`src/rtl/core/assert_macros.svh`:
```
// Assertion macros shared by the decoder RTL.
`ifndef ASSERT_MACROS_SVH
`define ASSERT_MACROS_SVH

// Check on every clock edge outside reset.
`define UCD_ASSERT(label, prop, msg) \
  label: assert property (@(posedge clk) disable iff (rst) prop) else $error(msg);

// Check on every clock edge, reset included.
`define UCD_ASSERT_RST(label, prop, msg) \
  label: assert property (@(posedge clk) prop) else $error(msg);

`endif

```
`src/rtl/core/ucd_pkg.sv`:
```
// Shared types, constants and helper functions of the percent decoder.
`timescale 1ns / 1ps
package ucd_pkg;

  localparam int unsigned WORK_DEPTH = 6;
  localparam int unsigned CNT_W      = 3;
  localparam logic [CNT_W-1:0] N_WORK = 3'd6;

  localparam logic [7:0] CHAR_PCT   = 8'h25;
  localparam logic [7:0] CHAR_U     = 8'h75;
  localparam logic [7:0] CHAR_PLUS  = 8'h2B;
  localparam logic [7:0] CHAR_SPACE = 8'h20;

  localparam logic [15:0] UTF_LIM1      = 16'h0080;
  localparam logic [15:0] UTF_LIM2      = 16'h0800;
  localparam logic [15:0] SURR_LO       = 16'hD800;
  localparam logic [15:0] SURR_HI       = 16'hE000;
  localparam logic [7:0]  UTF_LEAD2     = 8'hC0;
  localparam logic [7:0]  UTF_LEAD3     = 8'hE0;
  localparam logic [7:0]  UTF_CONT      = 8'h80;
  localparam logic [7:0]  UTF_CONT_MASK = 8'h3F;

  typedef enum logic [2:0] {
    ACT_LIT,
    ACT_PCT,
    ACT_STOP,
    ACT_BYTE,
    ACT_UTF
  } ucd_act_t;

  typedef struct packed {
    logic       load;
    logic       step;
    logic       emit_utf;
    logic [1:0] utf_idx;
    logic       flush;
  } ucd_cmd_t;

  typedef struct packed {
    logic       n_zero;
    ucd_act_t   act;
    logic [1:0] step_ulen;
    logic [1:0] code_ulen;
    logic       emit_ok;
    logic       pend_valid;
  } ucd_status_t;

  function automatic logic hex_ok(input logic [7:0] c);
    return ((c >= 8'h30) && (c <= 8'h39)) ||
           ((c >= 8'h41) && (c <= 8'h46)) ||
           ((c >= 8'h61) && (c <= 8'h66));
  endfunction

  function automatic logic [3:0] hex_val(input logic [7:0] c);
    return (c <= 8'h39) ? c[3:0] : (c[3:0] + 4'd9);
  endfunction

  // Number of UTF-8 bytes for a 16-bit code; surrogates give none.
  function automatic logic [1:0] utf_len(input logic [15:0] code);
    logic [1:0] len;
    if (code < UTF_LIM1) begin
      len = 2'd1;
    end else if (code < UTF_LIM2) begin
      len = 2'd2;
    end else if ((code >= SURR_LO) && (code < SURR_HI)) begin
      len = 2'd0;
    end else begin
      len = 2'd3;
    end
    return len;
  endfunction

  function automatic logic [7:0] utf_byte(input logic [15:0] code, input logic [1:0] len,
                                          input logic [1:0] idx);
    logic [7:0] b;
    case (len)
      2'd1: b = {1'b0, code[6:0]};
      2'd2: b = (idx == 2'd0) ? (UTF_LEAD2 | {3'b000, code[10:6]})
                              : (UTF_CONT | (UTF_CONT_MASK & {2'b00, code[5:0]}));
      2'd3: begin
        case (idx)
          2'd0:    b = UTF_LEAD3 | {4'h0, code[15:12]};
          2'd1:    b = UTF_CONT | (UTF_CONT_MASK & {2'b00, code[11:6]});
          default: b = UTF_CONT | (UTF_CONT_MASK & {2'b00, code[5:0]});
        endcase
      end
      default: b = 8'h00;
    endcase
    return b;
  endfunction

endpackage

```
`src/rtl/core/ucd_datapath.sv`:
```
// Datapath: work buffer, escape decode, pending byte and output register.
`timescale 1ns / 1ps
`include "assert_macros.svh"
module ucd_datapath
  import ucd_pkg::*;
(
  input  logic        clk,
  input  logic        rst,
  input  logic        plus_to_space_wr,
  input  logic        plus_to_space,
  input  logic [7:0]  in_byte,
  input  logic        in_last,
  input  logic        out_ready,
  output logic        out_valid,
  output logic [7:0]  out_byte,
  output logic        out_last,
  input  ucd_cmd_t    cmd,
  output ucd_status_t st
);

  logic [7:0]       work [WORK_DEPTH];
  logic [CNT_W-1:0] n;
  logic             last_flag;
  logic             pts;
  logic [15:0]      code;
  logic [7:0]       pend_byte;
  logic             pend_valid;

  logic [7:0]       c0;
  logic             uform;
  logic [CNT_W-1:0] n_rest;
  logic [CNT_W-1:0] need;
  logic [CNT_W-1:0] avail;
  logic [7:0]       d [4];
  logic             bad;
  logic             short_esc;
  logic [15:0]      val;
  ucd_act_t         act;
  logic [CNT_W-1:0] shift;
  logic [7:0]       emit_byte;
  logic             emit_now;
  logic             out_free;
  logic [1:0]       step_ulen;
  logic [1:0]       code_ulen;

  always_comb begin
    c0     = work[0];
    uform  = (work[1] == CHAR_U);
    n_rest = uform ? (n - 3'd2) : (n - 3'd1);
    need   = uform ? 3'd4 : 3'd2;
    avail  = (n_rest > need) ? need : n_rest;
    for (int k = 0; k < 4; k++) begin
      d[k] = uform ? work[k + 2] : work[k + 1];
    end
    bad = 1'b0;
    for (int k = 0; k < 4; k++) begin
      if ((3'(k) < avail) && !hex_ok(d[k])) begin
        bad = 1'b1;
      end
    end
    short_esc = (avail < need);
    val = uform ? {hex_val(d[0]), hex_val(d[1]), hex_val(d[2]), hex_val(d[3])}
                : {8'h00, hex_val(d[0]), hex_val(d[1])};

    if (c0 != CHAR_PCT) begin
      act = ACT_LIT;
    end else if (n < 3'd2) begin
      act = last_flag ? ACT_PCT : ACT_STOP;
    end else if (bad || (short_esc && last_flag)) begin
      act = ACT_PCT;
    end else if (short_esc) begin
      act = ACT_STOP;
    end else begin
      act = uform ? ACT_UTF : ACT_BYTE;
    end

    step_ulen = utf_len(val);
    code_ulen = utf_len(code);

    case (act)
      ACT_BYTE: shift = 3'd3;
      ACT_UTF:  shift = 3'd6;
      default:  shift = 3'd1;
    endcase

    if (cmd.emit_utf) begin
      emit_byte = utf_byte(code, code_ulen, cmd.utf_idx);
    end else begin
      case (act)
        ACT_LIT:  emit_byte = (pts && (c0 == CHAR_PLUS)) ? CHAR_SPACE : c0;
        ACT_PCT:  emit_byte = CHAR_PCT;
        ACT_BYTE: emit_byte = val[7:0];
        ACT_UTF:  emit_byte = utf_byte(val, step_ulen, 2'd0);
        default:  emit_byte = c0;
      endcase
    end

    emit_now = cmd.emit_utf ||
               (cmd.step && !((act == ACT_UTF) && (step_ulen == 2'd0)));
    out_free = !out_valid || out_ready;

    st.n_zero     = (n == '0);
    st.act        = act;
    st.step_ulen  = step_ulen;
    st.code_ulen  = code_ulen;
    st.emit_ok    = !pend_valid || out_free;
    st.pend_valid = pend_valid;
  end

  // Payload storage: work buffer, latched code, pending byte, output byte.
  always_ff @(posedge clk) begin
    if (cmd.load) begin
      work[n] <= in_byte;
    end else if (cmd.step) begin
      for (int i = 0; i < WORK_DEPTH; i++) begin
        if (i + int'(shift) < WORK_DEPTH) begin
          work[i] <= work[i + int'(shift)];
        end
      end
      if (act == ACT_UTF) begin
        code <= val;
      end
    end
    if (emit_now) begin
      pend_byte <= emit_byte;
    end
    if (emit_now && pend_valid) begin
      out_byte <= pend_byte;
      out_last <= 1'b0;
    end else if (cmd.flush) begin
      out_byte <= pend_byte;
      out_last <= 1'b1;
    end
  end

  always_ff @(posedge clk) begin
    if (rst) begin
      n          <= '0;
      last_flag  <= 1'b0;
      pts        <= 1'b0;
      pend_valid <= 1'b0;
      out_valid  <= 1'b0;
    end else begin
      if (plus_to_space_wr) begin
        pts <= plus_to_space;
      end
      if (cmd.load) begin
        n         <= n + 3'd1;
        last_flag <= in_last;
      end else if (cmd.step) begin
        n <= n - shift;
      end
      if (emit_now) begin
        pend_valid <= 1'b1;
      end else if (cmd.flush) begin
        pend_valid <= 1'b0;
      end
      if ((emit_now && pend_valid) || cmd.flush) begin
        out_valid <= 1'b1;
      end else if (out_ready) begin
        out_valid <= 1'b0;
      end
    end
  end

  `UCD_ASSERT(a_load_room, cmd.load |-> (n < N_WORK), "load with a full work buffer")
  `UCD_ASSERT(a_no_overwrite, (emit_now && pend_valid) |-> out_free, "output beat overwritten")
  `UCD_ASSERT_RST(a_reset_clear, rst |=> (!out_valid && !pend_valid), "not cleared by reset")

endmodule

```
`src/rtl/core/ucd_ctrl.sv`:
```
// Controller: sequences load, scan steps, UTF-8 byte emission and end-of-item flush.
`timescale 1ns / 1ps
`include "assert_macros.svh"
module ucd_ctrl
  import ucd_pkg::*;
(
  input  logic        clk,
  input  logic        rst,
  input  logic        in_valid,
  output logic        in_ready,
  input  ucd_status_t st,
  output ucd_cmd_t    cmd
);

  typedef enum logic [1:0] {
    ST_IDLE,
    ST_SCAN,
    ST_UTF,
    ST_FLUSH
  } state_t;

  state_t     state;
  logic [1:0] utf_idx;

  assign in_ready = (state == ST_IDLE);

  always_comb begin
    cmd         = '0;
    cmd.utf_idx = utf_idx;
    case (state)
      ST_IDLE: cmd.load = in_valid;
      ST_SCAN: begin
        if (!st.n_zero) begin
          case (st.act)
            ACT_STOP: cmd.step = 1'b0;
            ACT_UTF:  cmd.step = (st.step_ulen == 2'd0) || st.emit_ok;
            default:  cmd.step = st.emit_ok;
          endcase
        end
      end
      ST_UTF:   cmd.emit_utf = st.emit_ok;
      ST_FLUSH: cmd.flush = st.pend_valid && st.emit_ok;
      default:  cmd = '0;
    endcase
  end

  always_ff @(posedge clk) begin
    if (rst) begin
      state   <= ST_IDLE;
      utf_idx <= '0;
    end else begin
      case (state)
        ST_IDLE: begin
          if (in_valid) begin
            state <= ST_SCAN;
          end
        end
        ST_SCAN: begin
          if (st.n_zero || (st.act == ACT_STOP)) begin
            state <= ST_FLUSH;
          end else if (cmd.step && (st.act == ACT_UTF) && (st.step_ulen >= 2'd2)) begin
            state   <= ST_UTF;
            utf_idx <= 2'd1;
          end
        end
        ST_UTF: begin
          if (st.emit_ok) begin
            if (utf_idx == (st.code_ulen - 2'd1)) begin
              state <= ST_SCAN;
            end else begin
              utf_idx <= utf_idx + 2'd1;
            end
          end
        end
        ST_FLUSH: begin
          if (!st.pend_valid || st.emit_ok) begin
            state <= ST_IDLE;
          end
        end
        default: state <= ST_IDLE;
      endcase
    end
  end

  `UCD_ASSERT(a_utf_idx_range, (state == ST_UTF) |-> (utf_idx < st.code_ulen), "UTF-8 index out of range")
  `UCD_ASSERT(a_idle_clean, (state == ST_IDLE) |-> !st.pend_valid, "pending beat left at idle")

endmodule

```
`src/rtl/core/url_percent_decoder_core.sv`:
```
// Top level of the URI percent decoder with %u escapes.
`timescale 1ns / 1ps
// Usage
//   Input channel (in_valid/in_ready, in_byte, in_last) carries one raw byte of an
//   encoded URI per beat; in_last marks the final byte of the string and flushes
//   any escape prefix still held. Output channel (out_valid/out_ready, out_byte,
//   out_last) gives the decoded bytes; out_last is set on the final output beat
//   caused by an input beat. An input beat that settles nothing gives no output.
//   %XX becomes one byte, %uXXXX its UTF-8 form (one to three bytes, none for a
//   surrogate), '+' becomes a space while plus_to_space is set. A malformed or
//   cut-off escape gives a literal '%' and the bytes after it are scanned again.
//   The user must write plus_to_space via plus_to_space_wr while idle; not enforced.
// Timing
//   in_ready is high only between items, so a byte is accepted only once the previous
//   one has been scanned and flushed. The scan loop settles one escape or literal per
//   cycle while the output can take a byte, and pauses while the extra bytes of a
//   UTF-8 form are sent. A one-byte holding stage lets out_last mark the final beat;
//   a held byte goes out when the next byte is emitted or at the flush.
// Reset and stalls
//   rst (synchronous) empties the held escape prefix, the output register and
//   clears plus_to_space. When out_ready is low the scan holds at the next
//   output byte; the output register keeps its beat until it is taken.
module url_percent_decoder_core
  import ucd_pkg::*;
(
  input  logic       clk,
  input  logic       rst,
  input  logic       plus_to_space_wr,
  input  logic       plus_to_space,
  input  logic       in_valid,
  output logic       in_ready,
  input  logic [7:0] in_byte,
  input  logic       in_last,
  output logic       out_valid,
  input  logic       out_ready,
  output logic [7:0] out_byte,
  output logic       out_last
);

  ucd_cmd_t    cmd;
  ucd_status_t st;

  // Sequencer: decides when to load, step, emit and flush.
  ucd_ctrl u_ctrl (
    .clk      (clk),
    .rst      (rst),
    .in_valid (in_valid),
    .in_ready (in_ready),
    .st       (st),
    .cmd      (cmd)
  );

  // Storage and decode of the held prefix plus the new byte.
  ucd_datapath u_dp (
    .clk              (clk),
    .rst              (rst),
    .plus_to_space_wr (plus_to_space_wr),
    .plus_to_space    (plus_to_space),
    .in_byte          (in_byte),
    .in_last          (in_last),
    .out_ready        (out_ready),
    .out_valid        (out_valid),
    .out_byte         (out_byte),
    .out_last         (out_last),
    .cmd              (cmd),
    .st               (st)
  );

endmodule
```
`config.mk`:
```
export PLATFORM = sky130hd
export DESIGN_NAME = url_percent_decoder_core
export DESIGN_NICKNAME = d
export VERILOG_FILES = /design/src/rtl/core/ucd_pkg.sv /design/src/rtl/core/ucd_datapath.sv /design/src/rtl/core/ucd_ctrl.sv /design/src/rtl/core/url_percent_decoder_core.sv
export VERILOG_INCLUDE_DIRS = /design/src /design/src/rtl/core
export SDC_FILE = /design/constraint.sdc
export NUM_CORES = 1
export LEC_CHECK = 0
export ABC_AREA = 1
export BUFFER_PORTS_ARGS = -buffer_cell sky130_fd_sc_hd__buf_2
export CORE_MARGIN = 5
export CORE_UTILIZATION = 57
export DETAILED_ROUTE_END_ITERATION = 7
export PLACE_DENSITY = 0.84
export SLEW_MARGIN = 20
export SYNTH_ARGS = -nofsm -noshare
export SYNTH_HDL_FRONTEND = slang
export SYNTH_SLANG_ARGS = --single-unit
```
`constraint.sdc`:
```
create_clock -name clk -period 5.51 [get_ports clk]
set_clock_uncertainty 0.15 [all_clocks]
set_input_delay 0.551 -clock clk [delete_from_list [all_inputs] [get_ports clk]]
set_output_delay 0.551 -clock clk [all_outputs]
set_load 0.005 [all_outputs]
```
==> flow_summary.toml <==
[status]
status = "finished, final reports clean"

[final_layout]
multiInputGateArea_sq_mm = 0.004385
n_fill_cell = 1275
area_growth_pct = 7.326
final_area_sq_mm = 0.008817
drive_above_1_share_pct = 8.629
regArea_sq_mm = 0.003123
antennaDiodeCount = 0
nets = 1226

[yosys]
syn_nets = 1212
synth_cells = 1163
ys_ff_latch = 108
syn_area_sq_mm = 0.008215
yosys_warnings = 0
synth-edff-count = 96
async_reset_ff_share_pct = 0
ys_seq_area_share_pct = 38.01
synth-main-ff-cell = "edfxtp_1"
avgSynthCellArea_sq_um = 7.064
ys_types = 48

[floorplanning]
placementRows = 43
start_util_pct = 58.73
io_pins = 26
fp.dieH_um = 130.1
dieArea_sq_mm = 0.01691
dieWidth_um = 130.1
core_region_area_sq_mm = 0.01399

[setup_path]
slowest_delay_ps = 380
crit_path_start_kind = "register"
cp.arrival_ps = 5010
critical_path_class = "register to register"
endpoint_kind = "register"
critPathMaxFanout = 20
required_ps = 5470
critical_path_buf_inv_count = 6
slowest_stage = "edfxtp_1"
crit_family = "simple AND/OR/NAND/NOR gates"

[grt]
grt_max_degree = 51
track_usage_pct = 28.86
antenna_found_initial = 0
grt_pass1_wl_um = 37870
grt_pass1_vias = 7366
grt-ovfl-total = 0

[sta]
rsz0062_at_grt = "no"
setup_viol = 0
post-route-min-period_ps = 5049
max_freq_mhz = 198.0
finalMaxSlewViolations = 0
finalCritPeriodShare_pct = 91.64
worst_pin_slew_ps = 780.1
hold_violations = 0
tns_ps = 0
slew-limit-headroom_pct = 47.44

[cts]
cts_root_buffer = "clkbuf_16"
cts-htree-levels = 3
clockBufferDepth = 2
clkTransAtPathRegs_ps = 80
cts_sinks = 108
clock_latency_ps = 370
cts_tree = "built"
cts_made_buffers = 9

[pwr]
p_seq_share_pct = 36.7
total_power_uw = 3559
ir_drop_uv = 261.8
total_leakage_power_uw = 0.004224
p_comb_share_pct = 44.1
p_sw_uw = 1551
clkPwrFrac_pct = 19.2
p_sw_share_pct = 43.59
p_int_uw = 2008
pwr_density_cell_mw_per_mm2 = 403.7

[detailed_routing]
vias = 8125
ant_nets = 0
drc = 0
drt_iter0_drc = 1068
vias_per_cell = 5.965
routed_wl_um = 23860
wl_per_cell_um = 17.52
drt_pass1_iterations = 6

[placement]
portBuffers = 25
hpwl_um = 18290
gp_congestion = 0.9931
placed_area_sq_mm = 0.008499

[worst_hold_path]
hold_path.class = "input pin to register"

[flow_run]
drv_cap = 0
-- worst reg2reg max path: stages (launching register included) --
cell and delay [ps]:
edfxtp_1 380, inv_1 180, nand2_1 120, nor2_4 120, buf_4 220, nand3_1 90, nand2_1 190, inv_1 110
ha_1 210, o21ai_0 250, nand3_2 190, nand3_1 150, nand3_1 80, nand2_1 80, nand2_2 100, nand3_1 130
nand2_1 90, inv_1 100, nand3_1 230, ha_1 380, buf_4 250, inv_1 250, or2_2 330, nand3_1 100
nand2_2 100, nand2_1 120, nand2_1 90
-- state kept, by name, summed over array words and instances (netlist names) --
name,cells
u_dp.pts,1
u_dp.n,3
u_dp.pend_valid,1
u_dp.code,16
u_dp.out_last,1
u_ctrl.state,2
u_dp.pend_byte,8
u_dp.last_flag,1
u_dp.work,64
u_ctrl.utf_idx,2
u_dp.out_valid,1
u_dp.out_byte,8
-- Yosys cell counts (8+ instances only) --
cell / n / area, sq um
nand2_1: 392 / 1471
edfxtp_1: 96 / 2883
o21ai_0: 85 / 425.4
nand3_1: 118 / 590.6
dfxtp_1: 12 / 240.2
ha_1: 33 / 412.9
inv_1: 131 / 491.7
nor2_1: 86 / 322.8
o21ai_1: 16 / 80.08
o31ai_1: 8 / 60.06
clkbuf_1: 18 / 67.56
a21oi_1: 28 / 140.1
o211ai_1: 21 / 157.7
xor2_1: 11 / 96.34
nand2_2: 10 / 62.56
buf_2: 17 / 85.08
-- path summary, 6_finish.rpt --
check	endpoint	slack, ps	from	depth (start not counted)
worst max-delay path	u_dp.work[0][7]	460	u_dp.work[1][3]	26
worst min-delay path	u_ctrl.utf_idx[1]	190	rst	2
worst max register to register	u_dp.work[0][7]	460	u_dp.work[1][3]	26
worst min register to register	u_dp.out_byte[3]	270	u_dp.pend_byte[3]	0
-- cell families after synthesis --
group	synth area share, %
AOI/OAI and AO/OA	13.11
xor gates and xnor gates	1.493
adders and majority gates	5.270
buffers and inverters	8.681
DFF	38.01
and+or+nand+nor	33.43
-- routing by layer --
layer	routed length, um	GRT usage, %	vias to the layer above
met5	0	0	-
met4	858	10.82	0
met3	2661	5.813	81
met2	10490	44.57	517
met1	9849	40.32	3662
li1	-	-	3865
-- power by group through the flow --
stage | combinational (uW) | sequential [uW] | clock, uW
6_report | 1570 | 1310 | 682
5_1_grt | 1750 | 1320 | 717
4_1_cts | 1540 | 1300 | 680
3_5_place_dp | 1520 | 1320 | 0
3_3_place_gp | 1510 | 1310 | 0
2_1_floorplan | 1100 | 1270 | 0
-- layout make-up --
type / instances / area share (%)
Inverter: 138 / 5.889
Sequential cell: 108 / 35.42
Tap cell: 180 / 2.554
Clock inverter: 7 / 0.9366
Timing Repair Buffer: 42 / 2.909
Multi-Input combinational cell: 878 / 49.74
Clock buffer: 9 / 2.554
-- placed cells by master, fill, tap and decap left out, types with 2 or more instances in the layout --
master,Yosys,routed
nand3_2,2,2
nand3b_1,3,3
xor2_1,11,11
or2_2,5,5
dfxtp_1,12,12
nor4_1,2,2
o31ai_1,8,8
edfxtp_1,96,96
a22o_1,2,2
o21ai_1,16,15
buf_4,1,16
nand4_1,7,7
inv_6,0,2
a22oi_1,3,3
nor3_1,5,5
o21ai_2,5,6
clkinvlp_4,0,2
o211ai_1,21,21
inv_2,6,6
o21ai_0,85,85
nor2_4,3,3
nor2_2,5,5
o22ai_1,4,4
inv_1,131,131
nand2_2,10,11
ha_1,33,33
xnor2_1,3,3
nand3_1,118,118
nor2_1,86,86
a31oi_1,3,3
clkbuf_16,0,9
o21a_1,2,2
buf_2,17,25
a21oi_1,28,28
o21bai_1,4,4
nand2_1,392,391
-- per-stage QoR --
step                      utilization (%)  std cells  setup WS (ps)  hold WS, ps
final                               63.03       1362          460.6        190.0
after detailed placement            60.76       1346          395.6        254.5
after CTS                           62.96       1362          354.9        190.9
after floorplan                         -       1163          744.0        250.3
after global routing                63.03       1362          29.02        179.2
after global placement              60.76       1346          509.5        251.3
-- what timing repair did --
action	CTS	global route
resized for setup	0	3
endpoints found under the setup margin	0	45
hold buffers	0	0
setup buffers	0	0
(Power assumes the default switching activity.)
